`src/design/efhc_pkg.sv`:
```
// Package: shared types, codes and byte positions for the Ethernet header classifier.
`timescale 1ns / 1ps
package efhc_pkg;

  localparam int PosW = 6;

  localparam logic [PosW-1:0] POS_TYPE_HI   = 6'd12;
  localparam logic [PosW-1:0] POS_TYPE_LO   = 6'd13;
  localparam logic [PosW-1:0] POS_HW_HI     = 6'd14;
  localparam logic [PosW-1:0] POS_HW_LO     = 6'd15;
  localparam logic [PosW-1:0] POS_CTRL      = 6'd16;
  localparam logic [PosW-1:0] POS_CTRL2     = 6'd17;
  localparam logic [PosW-1:0] POS_OP_HI     = 6'd20;
  localparam logic [PosW-1:0] POS_OP_LO     = 6'd21;
  localparam logic [PosW-1:0] POS_RXSUM_HI  = 6'd24;
  localparam logic [PosW-1:0] POS_RXSUM_LO  = 6'd25;
  localparam logic [PosW-1:0] POS_SIP_FIRST = 6'd28;
  localparam logic [PosW-1:0] POS_SIP_LAST  = 6'd31;
  localparam logic [PosW-1:0] POS_TIP_FIRST = 6'd38;
  localparam logic [PosW-1:0] POS_TIP_LAST  = 6'd41;
  localparam logic [PosW-1:0] POS_SUM_FIRST = 6'd14;
  localparam logic [PosW-1:0] POS_SUM_LAST  = 6'd33;
  localparam logic [PosW-1:0] POS_MAX       = 6'd63;

  // last byte index a frame of each kind must reach
  localparam logic [PosW-1:0] LAST_ETH  = 6'd13;
  localparam logic [PosW-1:0] LAST_LLC  = 6'd17;
  localparam logic [PosW-1:0] LAST_IPV4 = 6'd33;
  localparam logic [PosW-1:0] LAST_ARP  = 6'd41;

  localparam logic [15:0] LLC_LEN_LIMIT = 16'd1500;
  localparam logic [15:0] ETYPE_IPV4    = 16'h0800;
  localparam logic [15:0] ETYPE_ARP     = 16'h0806;
  localparam logic [15:0] ARP_HW_ETH    = 16'd1;
  localparam logic [15:0] ARP_HW_IEEE   = 16'd6;
  localparam logic [15:0] ARP_OP_REQ    = 16'd1;
  localparam logic [15:0] ARP_OP_REPLY  = 16'd2;

  localparam logic [1:0] KIND_LLC     = 2'd0;
  localparam logic [1:0] KIND_IPV4    = 2'd1;
  localparam logic [1:0] KIND_ARP     = 2'd2;
  localparam logic [1:0] KIND_UNKNOWN = 2'd3;

  localparam logic [1:0] CSUM_MATCH  = 2'd0;
  localparam logic [1:0] CSUM_ZERO   = 2'd1;
  localparam logic [1:0] CSUM_BAD    = 2'd2;
  localparam logic [1:0] CSUM_NONE   = 2'd3;

  localparam logic [1:0] LLC_I    = 2'd0;
  localparam logic [1:0] LLC_S    = 2'd1;
  localparam logic [1:0] LLC_U    = 2'd2;
  localparam logic [1:0] LLC_NONE = 2'd3;

  localparam logic [1:0] ARP_HW_CODE_ETH   = 2'd0;
  localparam logic [1:0] ARP_HW_CODE_IEEE  = 2'd1;
  localparam logic [1:0] ARP_HW_CODE_OTHER = 2'd2;
  localparam logic [1:0] ARP_OP_CODE_REQ   = 2'd0;
  localparam logic [1:0] ARP_OP_CODE_REPLY = 2'd1;
  localparam logic [1:0] ARP_OP_CODE_OTHER = 2'd2;

  localparam int OutDataW = 128;

  typedef struct packed {
    logic [1:0]  frame_kind;
    logic [15:0] type_length;
    logic        truncated;
    logic [1:0]  checksum_status;
    logic [15:0] checksum_value;
    logic [1:0]  llc_class;
    logic [6:0]  llc_field_a;
    logic [6:0]  llc_receive_number;
    logic        poll_final;
    logic [4:0]  arp_kinds;
    logic [31:0] sender_ip;
    logic [31:0] target_ip;
  } efhc_res_t;

endpackage

```
`src/design/efhc_parse.sv`:
```
// Byte-position parser: captures header fields, sums the IPv4 header and forms the result.
`timescale 1ns / 1ps
module efhc_parse
  import efhc_pkg::*;
(
  input  logic      clk,
  input  logic      rst_n,
  input  logic      take,
  input  logic [7:0] byte_in,
  input  logic      last_in,
  output efhc_res_t res
);

  logic [PosW-1:0] pos_r, pos_nxt;
  logic [15:0] type_r, type_nxt, type_ab;
  logic [15:0] sum_r, sum_nxt, sum_ab;
  logic [7:0]  hold_r, hold_nxt, hold_ab;
  logic [15:0] rxsum_r, rxsum_nxt, rxsum_ab;
  logic [7:0]  ctrl_r, ctrl_nxt, ctrl_ab;
  logic [7:0]  ctrl2_r, ctrl2_nxt, ctrl2_ab;
  logic [15:0] hw_r, hw_nxt, hw_ab;
  logic [15:0] op_r, op_nxt, op_ab;
  logic [31:0] sip_r, sip_nxt, sip_ab;
  logic [31:0] tip_r, tip_nxt, tip_ab;

  logic [7:0]  sum_byte;
  logic [16:0] sum_wide;
  logic [15:0] sum_wrap;
  logic        in_sum;
  logic [15:0] csum;
  logic [1:0]  hw_code;
  logic [1:0]  op_code;

  // absorb the byte at the current position
  always_comb begin
    in_sum   = (pos_r >= POS_SUM_FIRST) && (pos_r <= POS_SUM_LAST);
    sum_byte = ((pos_r == POS_RXSUM_HI) || (pos_r == POS_RXSUM_LO)) ? 8'd0 : byte_in;
    sum_wide = {1'b0, sum_r} + {1'b0, hold_r, sum_byte};
    sum_wrap = sum_wide[15:0] + {15'd0, sum_wide[16]};

    type_ab  = (pos_r == POS_TYPE_HI || pos_r == POS_TYPE_LO) ? {type_r[7:0], byte_in} : type_r;
    hw_ab    = (pos_r == POS_HW_HI || pos_r == POS_HW_LO) ? {hw_r[7:0], byte_in} : hw_r;
    ctrl_ab  = (pos_r == POS_CTRL) ? byte_in : ctrl_r;
    ctrl2_ab = (pos_r == POS_CTRL2) ? byte_in : ctrl2_r;
    op_ab    = (pos_r == POS_OP_HI || pos_r == POS_OP_LO) ? {op_r[7:0], byte_in} : op_r;
    rxsum_ab = (pos_r == POS_RXSUM_HI || pos_r == POS_RXSUM_LO) ?
               {rxsum_r[7:0], byte_in} : rxsum_r;
    sip_ab   = (pos_r >= POS_SIP_FIRST && pos_r <= POS_SIP_LAST) ?
               {sip_r[23:0], byte_in} : sip_r;
    tip_ab   = (pos_r >= POS_TIP_FIRST && pos_r <= POS_TIP_LAST) ?
               {tip_r[23:0], byte_in} : tip_r;
    hold_ab  = (in_sum && !pos_r[0]) ? sum_byte : hold_r;
    sum_ab   = (in_sum && pos_r[0]) ? sum_wrap : sum_r;
  end

  // advance, or drop all state after the final byte
  always_comb begin
    pos_nxt   = pos_r;
    type_nxt  = type_r;
    sum_nxt   = sum_r;
    hold_nxt  = hold_r;
    rxsum_nxt = rxsum_r;
    ctrl_nxt  = ctrl_r;
    ctrl2_nxt = ctrl2_r;
    hw_nxt    = hw_r;
    op_nxt    = op_r;
    sip_nxt   = sip_r;
    tip_nxt   = tip_r;
    if (take) begin
      if (last_in) begin
        pos_nxt   = '0;
        type_nxt  = '0;
        sum_nxt   = '0;
        hold_nxt  = '0;
        rxsum_nxt = '0;
        ctrl_nxt  = '0;
        ctrl2_nxt = '0;
        hw_nxt    = '0;
        op_nxt    = '0;
        sip_nxt   = '0;
        tip_nxt   = '0;
      end else begin
        pos_nxt   = (pos_r == POS_MAX) ? pos_r : pos_r + 6'd1;
        type_nxt  = type_ab;
        sum_nxt   = sum_ab;
        hold_nxt  = hold_ab;
        rxsum_nxt = rxsum_ab;
        ctrl_nxt  = ctrl_ab;
        ctrl2_nxt = ctrl2_ab;
        hw_nxt    = hw_ab;
        op_nxt    = op_ab;
        sip_nxt   = sip_ab;
        tip_nxt   = tip_ab;
      end
    end
  end

  always_ff @(posedge clk) begin
    if (!rst_n) begin
      pos_r   <= '0;
      type_r  <= '0;
      sum_r   <= '0;
      hold_r  <= '0;
      rxsum_r <= '0;
      ctrl_r  <= '0;
      ctrl2_r <= '0;
      hw_r    <= '0;
      op_r    <= '0;
      sip_r   <= '0;
      tip_r   <= '0;
    end else begin
      pos_r   <= pos_nxt;
      type_r  <= type_nxt;
      sum_r   <= sum_nxt;
      hold_r  <= hold_nxt;
      rxsum_r <= rxsum_nxt;
      ctrl_r  <= ctrl_nxt;
      ctrl2_r <= ctrl2_nxt;
      hw_r    <= hw_nxt;
      op_r    <= op_nxt;
      sip_r   <= sip_nxt;
      tip_r   <= tip_nxt;
    end
  end

  // result for a frame ending at the current byte
  always_comb begin
    csum    = ~sum_ab;
    hw_code = (hw_ab == ARP_HW_ETH) ? ARP_HW_CODE_ETH :
              (hw_ab == ARP_HW_IEEE) ? ARP_HW_CODE_IEEE : ARP_HW_CODE_OTHER;
    op_code = (op_ab == ARP_OP_REQ) ? ARP_OP_CODE_REQ :
              (op_ab == ARP_OP_REPLY) ? ARP_OP_CODE_REPLY : ARP_OP_CODE_OTHER;

    res                 = '0;
    res.frame_kind      = KIND_UNKNOWN;
    res.checksum_status = CSUM_NONE;
    res.llc_class       = LLC_NONE;

    if (pos_r < LAST_ETH) begin
      res.truncated = 1'b1;
    end else begin
      res.type_length = type_ab;
      if (type_ab < LLC_LEN_LIMIT) begin
        res.frame_kind = KIND_LLC;
        if (pos_r < LAST_LLC) begin
          res.truncated = 1'b1;
        end else begin
          res.poll_final = ctrl2_ab[0];
          if (!ctrl_ab[0]) begin
            res.llc_class          = LLC_I;
            res.llc_field_a        = ctrl_ab[7:1];
            res.llc_receive_number = ctrl2_ab[7:1];
          end else if (!ctrl_ab[1]) begin
            res.llc_class   = LLC_S;
            res.llc_field_a = {5'd0, ctrl_ab[3:2]};
          end else begin
            res.llc_class = LLC_U;
          end
        end
      end else if (type_ab == ETYPE_IPV4) begin
        res.frame_kind = KIND_IPV4;
        if (pos_r < LAST_IPV4) begin
          res.truncated = 1'b1;
        end else begin
          res.checksum_value = csum;
          if (rxsum_ab == csum) begin
            res.checksum_status = CSUM_MATCH;
          end else if (rxsum_ab == 16'd0) begin
            res.checksum_status = CSUM_ZERO;
          end else begin
            res.checksum_status = CSUM_BAD;
          end
        end
      end else if (type_ab == ETYPE_ARP) begin
        res.frame_kind = KIND_ARP;
        if (pos_r < LAST_ARP) begin
          res.truncated = 1'b1;
        end else begin
          res.arp_kinds = {({ctrl_ab, ctrl2_ab} == ETYPE_IPV4), op_code, hw_code};
          res.sender_ip = sip_ab;
          res.target_ip = tip_ab;
        end
      end
    end
  end

  a_restart: assert property (@(posedge clk) disable iff (!rst_n)
    take && last_in |=> pos_r == '0 && sum_r == '0 && type_r == '0)
    else $error("parse state not cleared after final byte");

  a_saturate: assert property (@(posedge clk) disable iff (!rst_n)
    take && !last_in && pos_r == POS_MAX |=> pos_r == POS_MAX)
    else $error("byte position wrapped");

  a_hold_idle: assert property (@(posedge clk) disable iff (!rst_n)
    !take |=> $stable(pos_r) && $stable(sum_r))
    else $error("parse state moved without a byte");

endmodule

```
`src/design/ethernet_frame_header_classifier_top.sv`:
```
// Top level: byte stream in, one header classification per frame out.
//
//   channel | dir | tdata                    | tuser      | tlast
//   in_     | in  | data_byte [7:0]          | -          | frame_end
//   out_    | out | result fields (128 bits) | frame_kind | -
//
// One byte is taken every cycle unless a final byte waits on a stalled result; a
// result follows its final byte through the input register, then the result register.
// The parser itself is one registered pass per byte, set by the checksum add.
// rst_n is synchronous: it empties both registers and clears the parse state.
// A stalled result only holds a final byte in the input register; other bytes
// keep flowing while the result waits.
`timescale 1ns / 1ps
module ethernet_frame_header_classifier_top
  import efhc_pkg::*;
(
  input  logic                clk,
  input  logic                rst_n,
  input  logic                in_tvalid,
  output logic                in_tready,
  input  logic [7:0]          in_tdata,   // [7:0] data_byte
  input  logic                in_tlast,
  output logic                out_tvalid,
  input  logic                out_tready,
  output logic [OutDataW-1:0] out_tdata,  // type_length, truncated, checksum_status,
                                          // checksum_value, llc_class, llc_field_a,
                                          // llc_receive_number, poll_final, arp_kinds,
                                          // sender_ip, target_ip, zero pad
  output logic [1:0]          out_tuser   // [1:0] frame_kind
);

  logic       s1_valid_r, s1_valid_nxt;
  logic [7:0] s1_byte_r;
  logic       s1_last_r;
  logic       out_valid_r, out_valid_nxt;
  efhc_res_t  out_res_r;
  efhc_res_t  res;
  logic       out_free;
  logic       s1_take;
  logic       in_fire;

  assign out_free      = !out_valid_r || out_tready;
  assign s1_take       = s1_valid_r && (!s1_last_r || out_free);
  assign in_tready     = !s1_valid_r || s1_take;
  assign in_fire       = in_tvalid && in_tready;
  assign s1_valid_nxt  = in_fire || (s1_valid_r && !s1_take);
  assign out_valid_nxt = (s1_take && s1_last_r) || (out_valid_r && !out_tready);

  efhc_parse u_parse (
    .clk     (clk),
    .rst_n   (rst_n),
    .take    (s1_take),
    .byte_in (s1_byte_r),
    .last_in (s1_last_r),
    .res     (res)
  );

  always_ff @(posedge clk) begin
    if (!rst_n) begin
      s1_valid_r  <= 1'b0;
      out_valid_r <= 1'b0;
    end else begin
      s1_valid_r  <= s1_valid_nxt;
      out_valid_r <= out_valid_nxt;
    end
  end

  always_ff @(posedge clk) begin
    if (in_fire) begin
      s1_byte_r <= in_tdata;
      s1_last_r <= in_tlast;
    end
    if (s1_take && s1_last_r) begin
      out_res_r <= res;
    end
  end

  assign out_tvalid = out_valid_r;
  assign out_tuser  = out_res_r.frame_kind;
  assign out_tdata  = {7'd0,
                       out_res_r.target_ip,
                       out_res_r.sender_ip,
                       out_res_r.arp_kinds,
                       out_res_r.poll_final,
                       out_res_r.llc_receive_number,
                       out_res_r.llc_field_a,
                       out_res_r.llc_class,
                       out_res_r.checksum_value,
                       out_res_r.checksum_status,
                       out_res_r.truncated,
                       out_res_r.type_length};

  a_no_overwrite: assert property (@(posedge clk) disable iff (!rst_n)
    out_valid_r && !out_tready |-> !(s1_take && s1_last_r))
    else $error("pending result overwritten");

  a_result_follows: assert property (@(posedge clk) disable iff (!rst_n)
    s1_take && s1_last_r |=> out_valid_r)
    else $error("final byte gave no result");

  a_trunc_ipv4: assert property (@(posedge clk) disable iff (!rst_n)
    out_valid_r && out_res_r.truncated |->
      out_res_r.checksum_status == CSUM_NONE && out_res_r.arp_kinds == 5'd0)
    else $error("truncated frame carries checksum or ARP fields");

  a_only_final: assert property (@(posedge clk) disable iff (!rst_n)
    !out_valid_r && !(s1_valid_r && s1_last_r) |=> !out_valid_r)
    else $error("result without a final byte");

endmodule

```
`config.mk`:
```
export PLATFORM = sky130hd
export DESIGN_NAME = ethernet_frame_header_classifier_top
export DESIGN_NICKNAME = d
export VERILOG_FILES = /design/src/design/efhc_pkg.sv /design/src/design/efhc_parse.sv /design/src/design/ethernet_frame_header_classifier_top.sv
export SDC_FILE = /design/constraint.sdc
export NUM_CORES = 1
export LEC_CHECK = 0
export ABC_AREA = 1
export BUFFER_PORTS_ARGS = -buffer_cell sky130_fd_sc_hd__buf_2
export CORE_ASPECT_RATIO = 0.7
export CORE_MARGIN = 2
export CORE_UTILIZATION = 25
export DETAILED_ROUTE_END_ITERATION = 12
export PLACE_DENSITY = 0.48
export SLEW_MARGIN = 20
export SYNTH_ARGS = -nofsm -noshare
export SYNTH_HDL_FRONTEND = slang
export SYNTH_SLANG_ARGS = --single-unit
```
`constraint.sdc`:
```
create_clock -name clk -period 16.15 [get_ports clk]
set_input_delay 1.615 -clock clk [delete_from_list [all_inputs] [get_ports clk]]
set_output_delay 1.615 -clock clk [all_outputs]
set_load 0.1 [all_outputs]
```
* After elaboration in Yosys (flattened, before gate mapping)
Index checks and enable logic that the tools add are counted.
** Word-level totals
- Memories kept :: 0
- Word-level logic and storage cells :: 141
- Output and inout bits :: 132
- Bits in writable memories :: 0
- Latch bits :: 0
- Register bits after elaboration :: 308
- ROM bits :: 0
** Cells by class
- Multiply operators :: 0
- Div/mod/pow operators :: 0
- Equality and inequality tests :: 20
- Order comparisons :: 11
- Muxes and demuxes :: 39
- Bitwise logic cells :: 4
- Reduce and logical (&&, ||, !) cells :: 35
- Add/sub/neg operators :: 3
- Shifts and indexed selects :: 0
** Operators by type and width (count)
- 16-bit 2-to-1 mux :: 10
- 32-bit 2-to-1 mux :: 4
- 8-bit 2-to-1 mux :: 7
- 16-bit by 12-bit equality test with 1-bit output, second input constant :: 3
- 6-bit by 5-bit equality test with 1-bit output, second input constant :: 6
- 16-bit by 1-bit equality test with 1-bit output, second input constant :: 2
- 6-bit by 4-bit equality test with 1-bit output, second input constant :: 4
- 16-bit by 16-bit adder with 17-bit output :: 1
- 16-bit by 1-bit adder with 16-bit output :: 1
- 16-bit equality test :: 1
- 16-bit by 2-bit equality test with 1-bit output, second input constant :: 1
- 16-bit by 3-bit equality test with 1-bit output, second input constant :: 1
- 16-bit zero test :: 1
- 16-bit by 11-bit less-than comparator with 1-bit output, second input constant :: 1
- 2-bit 2-to-1 mux :: 8
- 16-bit inverter :: 1
- 6-bit <= comparator, second input constant :: 2
- 6-bit less-than comparator, second input constant :: 2
- 6-bit 2-to-1 mux :: 2
- 6-bit OR reduction :: 2
- 1-bit logical AND :: 10
- 1-bit logical OR :: 9
- 9-bit 2-to-1 mux :: 1
- 4-bit OR reduction :: 2
- 16 further kinds :: 30

* Logic depth before layout (Yosys ltp)
- Word-level depth :: 9
- Mapped depth :: 43

* By module
From an unflattened synthesis, not the netlist that was laid out.
** Unflattened totals
- Cells, all modules :: 2015
- Area, all modules :: 15237.1 um^2
** Modules (own cells, without submodules)
- efhc_parse :: area each 11095.6 um^2, times used 1, cells an instance 1856
- ethernet_frame_header_classifier_top :: area each 4141.5 um^2, times used 1, cells an instance 159

* Worst setup path after synthesis
OpenSTA, ideal clock, no wires.
- Kind :: input to register
- From :: in out_tready
- To :: reg out_res_r, in the netlist out_tdata[0], enable pin
- Arrival time :: 4.752 ns
- Path slack :: 10.922 ns
- Buffers on the path :: 1
- Setup time :: 0.476 ns
- Stages :: 7
- Path through :: nor2_1 -> nand2_1 -> nand2_1 -> inv_1 -> clkbuf_1 -> nand2_1 -> inv_1
** Between the ends
- Word-level cells in the longest chain between the ends :: 4
** RTL lines
- from (decl) :: line ethernet_frame_header_classifier_top.sv:24 : input logic out_tready,
- 1-bit logical OR :: line ethernet_frame_header_classifier_top.sv:42 : assign out_free = !out_valid_r || out_tready;
- 1-bit logical OR :: line ethernet_frame_header_classifier_top.sv:43 : assign s1_take = s1_valid_r && (!s1_last_r || out_free);
- 1-bit logical AND :: line ethernet_frame_header_classifier_top.sv:43
- 1-bit logical AND :: line ethernet_frame_header_classifier_top.sv:73 : if (s1_take && s1_last_r) begin
- to (signal assigned) :: line ethernet_frame_header_classifier_top.sv:74 : out_res_r <= res;
- to (decl) :: line ethernet_frame_header_classifier_top.sv:36 : efhc_res_t out_res_r;
No other way between the ends.
A chain may end at the register's enable or synchronous reset.

* Final worst setup path
- From :: reg u_parse.pos_r[0]
- To :: reg out_res_r, in the netlist out_tdata[18] (data pin)
** Between the ends
- Word-level cells in the longest chain between the ends :: 9
** RTL lines
- from (decl) :: line efhc_parse.sv:14 : logic [PosW-1:0] pos_r, pos_nxt;
- from (signal assigned) :: line efhc_parse.sv:112 : pos_r <= pos_nxt;
- 6-bit by 5-bit equality test with 1-bit output :: line efhc_parse.sv:37, efhc_parse.sv:46
- 1-bit logical OR :: line efhc_parse.sv:37, efhc_parse.sv:46
- 8-bit 2-to-1 mux :: line efhc_parse.sv:37 : sum_byte = ((pos_r == POS_RXSUM_HI) || (pos_r == POS_RXSUM_LO)) ? 8'd0 : byte_in;
- 16-bit by 16-bit adder with 17-bit output :: line efhc_parse.sv:38 : sum_wide = {1'b0, sum_r} + {1'b0, hold_r, sum_byte};
- 16-bit by 1-bit adder with 16-bit output :: line efhc_parse.sv:39 : sum_wrap = sum_wide[15:0] + {15'd0, sum_wide[16]};
- 16-bit 2-to-1 mux :: line efhc_parse.sv:53 : sum_ab = (in_sum && pos_r[0]) ? sum_wrap : sum_r;
- 16-bit inverter :: line efhc_parse.sv:128 : csum = ~sum_ab;
- 16-bit equality test :: line efhc_parse.sv:166 : if (rxsum_ab == csum) begin
- 2-bit 2-to-1 mux :: line efhc_parse.sv:166
Several ways; a longest one is shown, not always the timed one.

==> impl_metrics.py <==
metrics = {
    "timing": {
        "setup_ws_ps": 9930,
        "fmax_ghz": 0.161,
        "tightest_slew_ps": 1090,
        "tns_ps": 0,
        "hold_viol_final": 0,
        "layout_min_cycle_time_ps": 6220,
        "finalSetupViolCount": 0,
        "maxSlewViolCount": 0,
        "period_share_pct": 38.5,
        "skew_ps": 26.4,
        "slew_headroom_pct": 27.6,
        "rsz0062_at_grt": "no",
    },
    "power_and_ir_drop": {
        "swShare_pct": 24.1,
        "p_comb_share_pct": 4.2,
        "p_leak_uw": 0.00776,
        "power_density_nw_per_um2": 97.7,
        "peakVddDrop_v": 0.0000645,
        "p_int_uw": 1320,
        "p_seq_share_pct": 47.1,
        "p_clk_share_pct": 48.8,
        "switching_power_uw": 420,
        "fin_total_pwr_uw": 1740,
    },
    "floorplan": {
        "io_pins": 145,
        "rows": 75,
        "dieArea_um2": 62800,
        "die-width_um": 299,
        "core_um2": 60100,
        "start_util_pct": 25.3,
        "die_y_um": 210,
    },
    "routing": {
        "ant_nets": 0,
        "routed_wl_um": 47200,
        "vias": 13087,
        "drt-met1-wl_um": 23600,
        "wl_met3_um": 2980,
        "dr_wl_met2_um": 19900,
        "wl_per_cell_um": 16.1,
        "route.detailed.drc": 0,
        "vias_per_cell": 4.46,
        "firstDrtPassIters": 5,
        "drt_iter0_drc": 1231,
        "highest_layer": "met4",
    },
    "yosys": {
        "ys_seq_area_share_pct": 49.3,
        "syn_avg_cell_area_um2": 7.57,
        "synth_seq_cells": 308,
        "ys.flop_type": "dfxtp_1",
        "syn_inst": 2007,
        "synth_cell_types": 46,
        "yosysWarnings": 0,
        "synth-edff-count": 132,
        "synth_area_um2": 15200,
        "synth_async_sr_flop_share_pct": 0,
    },
    "worst_setup_path": {
        "path_common_cell": "nand2_1",
        "r2r_start": "u_parse.pos_r[0]",
        "r2r_slack_ps": 9930,
        "crit_path_max_fanout": 39,
        "r2r-end": "out_tdata[18]",
        "r2r_cells": 41,
        "crit_path_end_kind": "flip-flop",
        "cpMaxStageDelayCell": "dfxtp_1",
        "slowest_delay_ps": 440,
        "arrival_ps": 6500,
        "crit_required_ps": 16430,
        "crit_type": "reg -> reg",
        "cp-start-kind": "flip-flop",
    },
    "placement": {
        "io_buffers": 137,
        "gp_congestion": 0.870,
        "place_ws_ps": 9980,
        "place_area_um2": 16600,
        "dpl.hpwl_um": 31900,
    },
    "worst_hold_path": {
        "hold_class": "reg -> reg",
        "hold_path_startpoint": "u_parse.type_r[10]",
        "holdPathStages": 2,
        "whs_endpoint": "u_parse.type_r[10]",
    },
    "final_layout": {
        "final.fill_count": 6519,
        "diodes": 0,
        "final_common_cell": "nand2_1",
        "layout_common_cells": "nand2_1 (464), inv_1 (307), nor2_1 (247), dfxtp_1 (176), o21ai_0 (152)",
        "area_growth_pct": 17.4,
        "drive_gt1_share_pct": 13.4,
        "nNetsFinal": 2129,
        "final_area_um2": 17800,
        "final_util_pct": 29.7,
    },
    "outcome": {
        "status": "completed",
    },
    "global_route": {
        "grt_first_pass_wirelength_um": 72000,
        "grt_start_max_net_pins": 97,
        "grt_pass1_vias": 12124,
        "track_usage_pct": 14.6,
        "overflow": 0,
        "grt_antenna_before_repair": 1,
    },
    "clock_network": {
        "cts_tree": "built",
        "clockBufferDepth": 3,
        "path_clk_slew_ps": 60,
        "cts_root_buf": "clkbuf_16",
        "cts_resized": 0,
        "clk-insertion-delay-late_ps": 550,
        "h-tree-depth": 2,
        "post-cts-setup-buffers": 0,
        "cts_inserted_buffers": 36,
        "cts_num_sinks": 308,
        "hold_buffers": 0,
    },
    "flow_run": {
        "cap_violations": 0,
    },
}
[cell usage after synthesis, types with 2 or more instances]
| library cell | count | area [um^2] |
|---|---|---|
| nand2_1 | 467 | 1750 |
| inv_1 | 309 | 1160 |
| nor2_1 | 248 | 931 |
| dfxtp_1 | 176 | 3520 |
| o21ai_0 | 152 | 761 |
| edfxtp_1 | 132 | 3960 |
| a21oi_1 | 110 | 551 |
| o22ai_1 | 81 | 507 |
| clkbuf_1 | 77 | 289 |
| nand3_1 | 69 | 345 |
| ha_1 | 18 | 225 |
| nand2_2 | 18 | 113 |
| nand4_1 | 18 | 113 |
| buf_2 | 13 | 65.1 |
| nor3_1 | 11 | 55.1 |
| nor4_1 | 11 | 68.8 |
| or2_2 | 11 | 68.8 |
| nand3_2 | 10 | 100 |
| nand3b_1 | 8 | 60.1 |
| buf_1 | 7 | 26.3 |
| buf_4 | 7 | 52.6 |
| inv_2 | 5 | 18.8 |
| mux2_2 | 5 | 56.3 |
| nand2_4 | 5 | 56.3 |
| nor2_2 | 5 | 31.3 |
| clkinv_1 | 4 | 15.0 |
| o21ai_1 | 4 | 20.0 |
| nand3_4 | 3 | 52.6 |
| nor2_4 | 3 | 33.8 |
| a31oi_1 | 2 | 12.5 |
| mux2i_1 | 2 | 20.0 |
| nor4_2 | 2 | 25.0 |
[power by group through the flow]
stage                     Clock [uW]  Combinational, uW  Sequential [uW]
final                            850               72.4              820
after global routing             912               77.1              820
after CTS                        885               73.3              820
after detailed placement           0               73.2              837
after global placement             0               73.0              837
after floorplan                    0               39.4              849
[cell families (layout without fill, tap and decap cells)]
kind of cell	Yosys count	count (layout)	synth area share (%)
AND/OR/NAND/NOR	891	891	25.2
buffers and inverters	423	535	10.8
AO/OA/AOI/OAI	357	357	12.6
flip-flops	308	308	49.3
adder cells (fa/ha/maj)	19	19	1.61
multiplexers	7	7	0.502
other	1	7	0.0247
XOR/XNOR	1	1	0.0576
[flip-flops by register name, indices dropped and copies added (netlist names), 16 cells and up]
name,count
u_parse.tip_r,32
u_parse.hw_r,16
u_parse.sum_r,16
u_parse.op_r,16
out_tdata,121
u_parse.type_r,16
u_parse.rxsum_r,16
u_parse.sip_r,32
[stage by stage]
step	hold slack (ps)	std cells
after floorplan	441	2013
after global placement	450	2867
after detailed placement	455	2867
after CTS	465	2933
after global routing	474	2933
final	463	2933
[per-layer routing]
layer	GRT usage, %	vias up
li1	-	6624
met1	22.0	6078
met2	21.8	338
met3	2.76	47
met4	2.74	0
met5	0	-
[critical path: cells and delay by family (launching register included)]
family / cells / cell delay [ps]
compound gates: 1 / 150
buf+inv: 6 / 980
flops: 1 / 440
simple gates: 29 / 3250
fa+ha+maj: 5 / 1140
[final cells by class]
type	instances	area [um^2]	area share [%]
tap	808	1010	5.67
inverter	318	1200	6.73
clock inverter	19	203	1.14
clock buffer	47	1020	5.74
timing repair buffer	151	791	4.43
sequential	308	7490	42.0
multi-input combinational	1282	6120	34.3
[worst max-delay path by stage]
stage	from	endpoint	slack (ps)	cells after the start
final	u_parse.pos_r[0]	out_tdata[18]	9930	41
after global routing	u_parse.pos_r[0]	out_tdata[18]	9270	39
after CTS	u_parse.pos_r[0]	out_tdata[18]	9990	41
after detailed placement	u_parse.pos_r[0]	out_tdata[18]	9980	41
after global placement	u_parse.pos_r[0]	out_tdata[18]	10220	41
after floorplan	out_tready	out_tdata[0]	10920	7
(Power assumes the default switching activity.)
